<file path="src/sv/rdc_pkg.sv">
`default_nettype none

package rdc_pkg;

   // field widths fixed by the item format
   localparam int RADIX_W             = 4;
   localparam int DIGIT_W             = 4;
   localparam int VALUE_WIDTH_DEFAULT = 31;

   // base limits and reset value
   localparam logic [RADIX_W-1:0] RADIX_MIN   = 4'd2;
   localparam logic [RADIX_W-1:0] RADIX_MAX   = 4'd9;
   localparam logic [RADIX_W-1:0] RADIX_RESET = 4'd2;

   // divider command from the controller
   typedef struct packed {
      logic load;
      logic start;
   } div_cmd_type;

   // divider status back to the controller
   typedef struct packed {
      logic busy;
      logic done;
      logic ge_radix;
   } div_stat_type;

   // clamp the register value into the supported base range
   function automatic logic [RADIX_W-1:0] eff_radix(input logic [RADIX_W-1:0] raw);
      logic [RADIX_W-1:0] r;
      r = raw;
      if (raw < RADIX_MIN) begin
         r = RADIX_MIN;
      end else if (raw > RADIX_MAX) begin
         r = RADIX_MAX;
      end
      return r;
   endfunction

endpackage

`default_nettype wire

</file>
<file path="src/sv/rdc_if.sv">
`default_nettype none

// input channel: one value per item
interface rdc_req_if #(
   parameter int VALUE_WIDTH = rdc_pkg::VALUE_WIDTH_DEFAULT
);
   logic                   valid;
   logic                   ready;
   logic [VALUE_WIDTH-1:0] value;

   modport source (output valid, output value, input ready);
   modport sink   (input valid, input value, output ready);
endinterface

// result channel: one digit per item
interface rdc_rsp_if;
   logic                         valid;
   logic                         ready;
   logic [rdc_pkg::DIGIT_W-1:0]  digit;
   logic                         last;

   modport source (output valid, output digit, output last, input ready);
   modport sink   (input valid, input digit, input last, output ready);
endinterface

`default_nettype wire

</file>
<file path="src/sv/rdc_divider.sv">
`default_nettype none

// bit-serial restoring divider by a small base, one quotient bit per cycle
module rdc_divider #(
   parameter int VALUE_WIDTH = rdc_pkg::VALUE_WIDTH_DEFAULT
) (
   input  wire                              clock,
   input  wire                              reset,
   input  wire  rdc_pkg::div_cmd_type       cmd,
   input  wire  [VALUE_WIDTH-1:0]           load_value,
   input  wire  [rdc_pkg::RADIX_W-1:0]      radix,
   output rdc_pkg::div_stat_type            stat,
   output logic [VALUE_WIDTH-1:0]           quot,
   output logic [rdc_pkg::RADIX_W-1:0]      rem
);

   localparam int CNT_W = $clog2(VALUE_WIDTH + 1);

   logic [VALUE_WIDTH-1:0]      q_ff, q_in;
   logic [rdc_pkg::RADIX_W-1:0] r_ff, r_in;
   logic [CNT_W-1:0]            cnt_ff, cnt_in;
   logic                        done_ff, done_in;
   logic [rdc_pkg::RADIX_W:0]   trial;
   logic                        fits;

   // partial remainder with the next dividend bit shifted in
   assign trial = {r_ff, q_ff[VALUE_WIDTH-1]};
   assign fits  = trial >= {1'b0, radix};

   always_comb begin
      q_in    = q_ff;
      r_in    = r_ff;
      cnt_in  = cnt_ff;
      done_in = 1'b0;
      priority if (cmd.load) begin
         q_in = load_value;
      end else if (cmd.start) begin
         r_in   = '0;
         cnt_in = CNT_W'(VALUE_WIDTH);
      end else if (cnt_ff != '0) begin
         // one restoring step
         q_in    = {q_ff[VALUE_WIDTH-2:0], fits};
         r_in    = fits ? rdc_pkg::RADIX_W'(trial - {1'b0, radix})
                        : rdc_pkg::RADIX_W'(trial);
         cnt_in  = cnt_ff - 1'b1;
         done_in = (cnt_ff == CNT_W'(1));
      end
   end

   // control state
   always_ff @(posedge clock) begin
      if (reset) begin
         cnt_ff  <= '0;
         done_ff <= 1'b0;
      end else begin
         cnt_ff  <= cnt_in;
         done_ff <= done_in;
      end
   end

   // data path
   always_ff @(posedge clock) begin
      q_ff <= q_in;
      r_ff <= r_in;
   end

   assign stat.busy     = (cnt_ff != '0);
   assign stat.done     = done_ff;
   assign stat.ge_radix = (q_ff >= VALUE_WIDTH'(radix));
   assign quot          = q_ff;
   assign rem           = r_ff;

   // a step never runs while a new value loads
   a_no_load_busy: assert property (@(posedge clock) disable iff (reset)
      cmd.load |-> (cnt_ff == '0))
      else $error("divider loaded while busy");

   // remainder stays below the base while dividing
   a_rem_range: assert property (@(posedge clock) disable iff (reset)
      (cnt_ff != '0) && !cmd.start && !cmd.load |=> (r_ff < radix))
      else $error("remainder out of range");

   // done follows the last step
   a_done_end: assert property (@(posedge clock) disable iff (reset)
      done_ff |-> (cnt_ff == '0))
      else $error("done while still dividing");

endmodule

`default_nettype wire

</file>
<file path="src/sv/rdc_digit_stack.sv">
`default_nettype none

// remainder store, one write and one registered read per cycle
module rdc_digit_stack #(
   parameter int VALUE_WIDTH = rdc_pkg::VALUE_WIDTH_DEFAULT
) (
   input  wire                               clock,
   input  wire                               wr_en,
   input  wire  [$clog2(VALUE_WIDTH)-1:0]    wr_addr,
   input  wire  [rdc_pkg::DIGIT_W-1:0]       wr_data,
   input  wire                               rd_en,
   input  wire  [$clog2(VALUE_WIDTH)-1:0]    rd_addr,
   output logic [rdc_pkg::DIGIT_W-1:0]       rd_data
);

   logic [rdc_pkg::DIGIT_W-1:0] mem [VALUE_WIDTH];
   logic [rdc_pkg::DIGIT_W-1:0] rd_data_ff;

   // write port
   always_ff @(posedge clock) begin
      if (wr_en) begin
         mem[wr_addr] <= wr_data;
      end
   end

   // read port
   always_ff @(posedge clock) begin
      if (rd_en) begin
         rd_data_ff <= mem[rd_addr];
      end
   end

   assign rd_data = rd_data_ff;

endmodule

`default_nettype wire

</file>
<file path="src/sv/radix_digit_converter.sv">
// radix_digit_converter
// Converts an unsigned binary value into its digits in base 2..9.
// req_ch carries one value per item; rsp_ch returns one item per digit,
// most significant first, with last set on the least significant digit.
// csr_wr_en/csr_wr_data set the base; 0 and 1 act as 2, 10..15 as 9.
// Write the base only while no conversion is in flight.
// A value below the base gives one digit. Otherwise each division by the
// base is done bit-serially and each remainder is pushed to the digit
// store; the final quotient then goes out, followed by the stored
// remainders, each read from the store before it is sent.
// req_ch.ready is high only between conversions; the last digit can still
// wait in the output register while the next value is accepted.
// A stalled receiver holds the output register and the conversion waits.
// Reset (synchronous, active high) returns to idle, drops rsp_ch.valid
// and sets the base to 2.
`default_nettype none

module radix_digit_converter #(
   parameter int VALUE_WIDTH = rdc_pkg::VALUE_WIDTH_DEFAULT
) (
   input  wire                           clock,
   input  wire                           reset,
   rdc_req_if.sink                       req_ch,
   rdc_rsp_if.source                     rsp_ch,
   input  wire                           csr_wr_en,
   input  wire  [rdc_pkg::RADIX_W-1:0]   csr_wr_data
);

   localparam int ADDR_W = $clog2(VALUE_WIDTH);

   typedef enum logic [5:0] {
      S_IDLE = 6'b000001,
      S_TEST = 6'b000010,
      S_DIV  = 6'b000100,
      S_HEAD = 6'b001000,
      S_RD   = 6'b010000,
      S_OUT  = 6'b100000
   } state_type;

   state_type                   state_ff, state_in;
   logic [ADDR_W-1:0]           cnt_ff, cnt_in;
   logic [rdc_pkg::RADIX_W-1:0] radix_ff, radix_in;
   logic                        rsp_valid_ff, rsp_valid_in;
   logic [rdc_pkg::DIGIT_W-1:0] rsp_digit_ff, rsp_digit_in;
   logic                        rsp_last_ff, rsp_last_in;

   logic [rdc_pkg::RADIX_W-1:0] radix_eff;
   logic                        accept;
   logic                        slot_free;
   rdc_pkg::div_cmd_type        div_cmd;
   rdc_pkg::div_stat_type       div_stat;
   logic [VALUE_WIDTH-1:0]      quot;
   logic [rdc_pkg::RADIX_W-1:0] rem;
   logic                        push;
   logic                        rd_en;
   logic [ADDR_W-1:0]           rd_addr;
   logic [rdc_pkg::DIGIT_W-1:0] rd_data;

   assign radix_eff = rdc_pkg::eff_radix(radix_ff);
   assign accept    = req_ch.valid && req_ch.ready;
   assign slot_free = !rsp_valid_ff || rsp_ch.ready;

   assign req_ch.ready = (state_ff == S_IDLE);
   assign rsp_ch.valid = rsp_valid_ff;
   assign rsp_ch.digit = rsp_digit_ff;
   assign rsp_ch.last  = rsp_last_ff;

   // base register
   assign radix_in = csr_wr_en ? csr_wr_data : radix_ff;

   // serial divider
   rdc_divider #(
      .VALUE_WIDTH(VALUE_WIDTH)
   ) u_divider (
      .clock      (clock),
      .reset      (reset),
      .cmd        (div_cmd),
      .load_value (req_ch.value),
      .radix      (radix_eff),
      .stat       (div_stat),
      .quot       (quot),
      .rem        (rem)
   );

   // remainder store
   rdc_digit_stack #(
      .VALUE_WIDTH(VALUE_WIDTH)
   ) u_stack (
      .clock   (clock),
      .wr_en   (push),
      .wr_addr (cnt_ff),
      .wr_data (rem),
      .rd_en   (rd_en),
      .rd_addr (rd_addr),
      .rd_data (rd_data)
   );

   assign rd_addr = cnt_ff - 1'b1;

   // sequencer
   always_comb begin
      state_in      = state_ff;
      cnt_in        = cnt_ff;
      div_cmd.load  = 1'b0;
      div_cmd.start = 1'b0;
      push          = 1'b0;
      rd_en         = 1'b0;
      rsp_valid_in  = rsp_valid_ff && !rsp_ch.ready;
      rsp_digit_in  = rsp_digit_ff;
      rsp_last_in   = rsp_last_ff;
      unique case (state_ff)
         S_IDLE: begin
            if (accept) begin
               div_cmd.load = 1'b1;
               cnt_in       = '0;
               state_in     = S_TEST;
            end
         end
         S_TEST: begin
            if (div_stat.ge_radix) begin
               div_cmd.start = 1'b1;
               state_in      = S_DIV;
            end else begin
               state_in = S_HEAD;
            end
         end
         S_DIV: begin
            if (div_stat.done) begin
               push     = 1'b1;
               cnt_in   = cnt_ff + 1'b1;
               state_in = S_TEST;
            end
         end
         S_HEAD: begin
            if (slot_free) begin
               rsp_valid_in = 1'b1;
               rsp_digit_in = quot[rdc_pkg::DIGIT_W-1:0];
               rsp_last_in  = (cnt_ff == '0);
               state_in     = (cnt_ff == '0) ? S_IDLE : S_RD;
            end
         end
         S_RD: begin
            rd_en    = 1'b1;
            cnt_in   = cnt_ff - 1'b1;
            state_in = S_OUT;
         end
         S_OUT: begin
            if (slot_free) begin
               rsp_valid_in = 1'b1;
               rsp_digit_in = rd_data;
               rsp_last_in  = (cnt_ff == '0);
               state_in     = (cnt_ff == '0) ? S_IDLE : S_RD;
            end
         end
         default: begin
            state_in = S_IDLE;
         end
      endcase
   end

   // control registers
   always_ff @(posedge clock) begin
      if (reset) begin
         state_ff     <= S_IDLE;
         cnt_ff       <= '0;
         radix_ff     <= rdc_pkg::RADIX_RESET;
         rsp_valid_ff <= 1'b0;
      end else begin
         state_ff     <= state_in;
         cnt_ff       <= cnt_in;
         radix_ff     <= radix_in;
         rsp_valid_ff <= rsp_valid_in;
      end
   end

   // output payload
   always_ff @(posedge clock) begin
      rsp_digit_ff <= rsp_digit_in;
      rsp_last_ff  <= rsp_last_in;
   end

   // every digit sent is below the base
   a_digit_range: assert property (@(posedge clock) disable iff (reset)
      rsp_valid_ff |-> (rsp_digit_ff < radix_eff))
      else $error("digit not below base");

   // stored remainder count fits the store
   a_cnt_range: assert property (@(posedge clock) disable iff (reset)
      cnt_ff <= ADDR_W'(VALUE_WIDTH - 1))
      else $error("digit count overflow");

   // the divider runs only during the divide phase
   a_div_phase: assert property (@(posedge clock) disable iff (reset)
      div_stat.busy |-> (state_ff == S_DIV))
      else $error("divider active outside divide phase");

   // a push always comes right after the divider finishes
   a_push_done: assert property (@(posedge clock) disable iff (reset)
      push |-> $past(div_stat.busy))
      else $error("remainder pushed without a division");

endmodule

`default_nettype wire

</file>
<file path="src/flat_wrapper.sv">
// flat-port wrapper written by rule: the top's interface ports become plain ports
module radix_digit_converter_flat 
#(
   parameter int VALUE_WIDTH = rdc_pkg::VALUE_WIDTH_DEFAULT
)
  (clock, reset, csr_wr_en, csr_wr_data, req_ch_valid, req_ch_value, req_ch_ready, rsp_ch_valid, rsp_ch_digit, rsp_ch_last, rsp_ch_ready);
  rdc_req_if #(.VALUE_WIDTH(VALUE_WIDTH)) req_ch_i ();
  rdc_rsp_if rsp_ch_i ();
  input  wire clock;
  input  wire reset;
  input  wire csr_wr_en;
  input  wire  [rdc_pkg::RADIX_W-1:0] csr_wr_data;
  input wire logic [$bits(req_ch_i.valid)-1:0] req_ch_valid;
  input wire logic [$bits(req_ch_i.value)-1:0] req_ch_value;
  output wire logic [$bits(req_ch_i.ready)-1:0] req_ch_ready;
  output wire logic [$bits(rsp_ch_i.valid)-1:0] rsp_ch_valid;
  output wire logic [$bits(rsp_ch_i.digit)-1:0] rsp_ch_digit;
  output wire logic [$bits(rsp_ch_i.last)-1:0] rsp_ch_last;
  input wire logic [$bits(rsp_ch_i.ready)-1:0] rsp_ch_ready;
  assign req_ch_i.valid = req_ch_valid;
  assign req_ch_i.value = req_ch_value;
  assign req_ch_ready = req_ch_i.ready;
  assign rsp_ch_valid = rsp_ch_i.valid;
  assign rsp_ch_digit = rsp_ch_i.digit;
  assign rsp_ch_last = rsp_ch_i.last;
  assign rsp_ch_i.ready = rsp_ch_ready;
  radix_digit_converter #(.VALUE_WIDTH(VALUE_WIDTH)) u_core (.clock(clock), .reset(reset), .req_ch(req_ch_i), .rsp_ch(rsp_ch_i), .csr_wr_en(csr_wr_en), .csr_wr_data(csr_wr_data));
endmodule
</file>
<file path="config.mk">
export PLATFORM = sky130hd
export DESIGN_NAME = radix_digit_converter_flat
export DESIGN_NICKNAME = d
export VERILOG_FILES = /design/src/sv/rdc_pkg.sv /design/src/sv/rdc_if.sv /design/src/sv/rdc_divider.sv /design/src/sv/rdc_digit_stack.sv /design/src/sv/radix_digit_converter.sv /design/src/flat_wrapper.sv
export SDC_FILE = /design/constraint.sdc
export NUM_CORES = 1
export LEC_CHECK = 0
export BUFFER_PORTS_ARGS = -buffer_cell sky130_fd_sc_hd__buf_2
export CORE_MARGIN = 4
export CORE_UTILIZATION = 35
export DETAILED_ROUTE_END_ITERATION = 8
export SLEW_MARGIN = 20
export SYNTH_ARGS = -nofsm -noshare
export SYNTH_HDL_FRONTEND = slang
export SYNTH_SLANG_ARGS = --single-unit
</file>
<file path="constraint.sdc">
create_clock -name clock -period 3.9 [get_ports clock]
set_input_delay 0.78 -clock clock [delete_from_list [all_inputs] [get_ports clock]]
set_output_delay 0.78 -clock clock [all_outputs]
set_load 0.005 [all_outputs]
</file>
==> impl_metrics.csv <==
group,metric,value,unit
die,dieArea,26700,um2
timing,setup_violations,0,
synth,synth-edff-count,168,
power_and_ir_drop,cellLeakagePower,0.00326,uW
cts,post_cts_resized,0,
worst_hold_path,min_from,"u_core.radix_ff[0]",
route,routed_wl,17800,um
worst_hold_path,hold_end,"u_core.radix_ff[0]",
grt,grt_start_max_net_pins,35,
timing,max_freq,356,MHz
place,gp_congestion,0.854,
grt,grt_pass1_vias,5109,
die,row_count,56,
synth,netlist_top_cells_area,"edfxtp_1 60%, dfxtp_1 5.2%, mux2_2 4.7%",
timing,rsz0062_at_grt,"no",
route,routedWlPerCell,19.0,um
synth,synth_top_area_share,0.598,
grt,grt_pass1_wl,28300,um
synth,netlist.top_cell.by_area,"edfxtp_1",
critical_path,critPathKind,"flip-flop to flip-flop",
synth,synth-main-ff-cell,"edfxtp_1",
synth,syn-cell-area,8440,um2
run_status,outcome,"complete, no violations",
synth,netlist-cell-type-count,61,
synth,yosys_warnings,0,
cells_and_area,final_util,0.407,
die,die_w,163,um
synth,ys_seq_area_frac,0.650,
critical_path,arrival,2980,ps
timing,slew_headroom,0.304,
cts,cts.hold.buffers_added,0,
timing,worstMarginPinSlew,1040,ps
synth,ys_seq_elements,190,
timing,clock-skew-final,14.3,ps
power_and_ir_drop,power.density,618,nW/um2
die,io_pins,47,
worst_hold_path,hold_path_depth,2,
route,vias,4988,
critical_path,crit_path_start_kind,"flip-flop",
worst_hold_path,hold_class,"flip-flop to flip-flop",
cts,htree_levels,4,
critical_path,worstPathMaxFanout,12,
timing,timing.setup.tns,0,ps
place,placed_cells,908,
timing,fin_hold_ws,506,ps
flow_run,drv_cap,0,
place,dpl.hpwl,12300,um
critical_path,reg2reg_slack,1090,ps
critical_path,cp_data_required_time,4080,ps
critical_path,cpMaxStageDelayCell,"mux4_1",
route,ant_nets,0,
place,io_buffers,46,
timing,slew_violations,0,
cts,cts_tree,"yes",
cts,cts_sinks,190,
die,initial_core_util,0.357,
place,placedInstanceArea,9030,um2
critical_path,r2r-end,"u_core.u_stack.rd_data[0]",
cells_and_area,finalInstanceArea,9610,um2
route,drt-pass1-iter-count,5,
route,drc,0,
die,core,23600,um2
synth,synthCells,557,
die,die_height,163,um
critical_path,crit_chain,"inv_1 -> ha_1 -> xor2_2 -> buf_4 -> mux4_1 -> o22ai_1 -> nor4_1",
timing,min_period,2810,ps
cts,path_clk_slew,70,ps
cts,root_buffer,"clkbuf_16",
grt,grt_usage,0.138,
critical_path,r2r-start,"u_core.cnt_ff[1]",
power_and_ir_drop,ir_drop,0.000277,V
cells_and_area,syn2layout_area_growth,13.9,%
cells_and_area,instances_no_fill,940,
grt,antenna_found_initial,0,
cells_and_area,final-seq-area,5490,um2
grt,overflow,0,
cts,cts_setup_buffers,0,
critical_path,r2r_cells,7,
route,drtIter0Drc,467,
timing,hold_viol,0,
cells_and_area,antenna_cells,0,
critical_path,endpoint_kind,"flip-flop",
cts,clockBufferDepth,2,
cells_and_area,fin_nets,665,
synth,synth_fp_nets,614,
critical_path,max_stage_delay,580,ps
synth,synthArstFlopShare,0,
synth,syn_avg_cell_area,15.2,um2
cts,clock_latency,440,ps
cells_and_area,multi_input_area,2780,um2
cells_and_area,drive_gt1_frac,0.238,
route,via_per_inst,5.31,
cts,cts_buffers,17,
timing,finalCritPeriodShare,0.719,
cells_and_area,fillers,2146,
[state kept, by name, indices dropped and copies added (netlist names)]
signal,flops
u_core.cnt_ff,5
u_core.radix_ff,4
u_core.rsp_ch.digit,4
u_core.rsp_ch.last,1
u_core.rsp_ch.valid,1
u_core.state_ff,6
u_core.u_divider.cnt_ff,5
u_core.u_divider.done_ff,1
u_core.u_divider.quot,31
u_core.u_divider.rem,4
u_core.u_stack.mem,124
u_core.u_stack.rd_data,4
[metrics by stage]
stage                     total power (uW)  setup WS [ps]
final                                 5940           1090
after global routing                  6240            804
after CTS                             5990           1100
after detailed placement              4320           1110
after global placement                4250           1140
after floorplan                       3860            324
[power breakdown]
| group | switching, uW | internal (uW) | leakage, uW |
|---|---|---|---|
| registers | 159 | 2770 | 0.00173 |
| clock network | 824 | 854 | 0.000278 |
| logic | 795 | 530 | 0.00125 |
| total | 1780 | 4160 | 0.00326 |
[how the worst max path moves through the flow]
stage                                   from                   endpoint  slack, ps  depth (start not counted)
final                       u_core.cnt_ff[1]  u_core.u_stack.rd_data[0]       1090                          7
after global routing      u_core.radix_ff[2]   u_core.u_divider.quot[1]        800                          9
after CTS                 u_core.radix_ff[2]   u_core.u_divider.quot[2]       1100                          9
after detailed placement  u_core.radix_ff[2]  u_core.u_divider.quot[20]       1110                          9
after global placement    u_core.radix_ff[2]  u_core.u_divider.quot[24]       1140                          9
after floorplan           u_core.radix_ff[2]   u_core.u_divider.quot[0]        320                          8
[Yosys cell counts, types with 3 or more instances]
cell and n:
edfxtp_1 168, nor2_1 54, mux2_2 35, nand2_1 24, dfxtp_1 22, inv_1 17, mux4_2 17, ha_1 16
clkbuf_1 15, a21oi_1 13, nor4_1 13, nand3_1 12, mux4_1 11, o22ai_1 11, o21ai_0 10, and3_1 9
mux2i_1 9, nor3_1 9, a211oi_1 7, buf_2 5, nand2b_1 5, nor2b_1 5, o211ai_1 5, xor2_1 5
a32oi_1 4, xnor2_1 4, a21o_1 3, buf_6 3, nand3b_1 3, nand4_1 3, o21a_1 3, or3_1 3
[critical path: cells and delay by family (launching register included)]
family	cells	cell delay (ps)
adder cells (fa/ha/maj)	1	300
flip-flops	1	540
XOR/XNOR	1	320
multiplexers	1	580
AND/OR/NAND/NOR	1	80
AO/OA/AOI/OAI	1	230
buffers and inverters	2	480
[area by class of cell]
cell class	count	area share
repair buffers	56	0.0318
inverters	17	0.00664
well taps	319	0.0415
clock inverters	14	0.0152
flip-flops and latches	190	0.571
clock buffers	18	0.0447
multi-input cells	326	0.289
[layer usage]
layer  GRT usage  vias up  wire length [um]
met3      0.0318       25               963
li1            -     2300                 -
met2       0.227      161              8740
met4      0.0477        0               289
met5           0        -                 0
met1       0.180     2502              7820
[placed cells by master, fill, tap and decap left out, types with 3 or more instances in the layout]
master and instances:
o211ai_1 5, nand2b_1 5, and3_1 9, nand2_1 24, mux2i_1 9, inv_6 5
nor3_1 9, mux2_2 35, nor4_1 13, mux4_2 17, nor2b_1 5, nor2_1 54
inv_8 3, dfxtp_1 22, or3_1 3, nand3b_1 3, o21ai_0 10, o22ai_1 11
ha_1 16, xnor2_1 4, nand4_1 3, a211oi_1 7, a21oi_1 13, edfxtp_1 168
clkbuf_16 17, inv_1 17, nand3_1 11, xor2_1 5, buf_4 10, clkinv_8 3
a32oi_1 3, mux4_1 11, o21a_1 3, buf_2 46, a21o_1 3
[cell families after synthesis]
logic type | share of synthesized area
flops | 0.650
simple gates | 0.0891
compound gates | 0.0645
mux | 0.137
buf+inv | 0.0221
fa+ha+maj | 0.0261
xor+xnor | 0.0113
No activity file was read; power rests on OpenSTA's default activity.
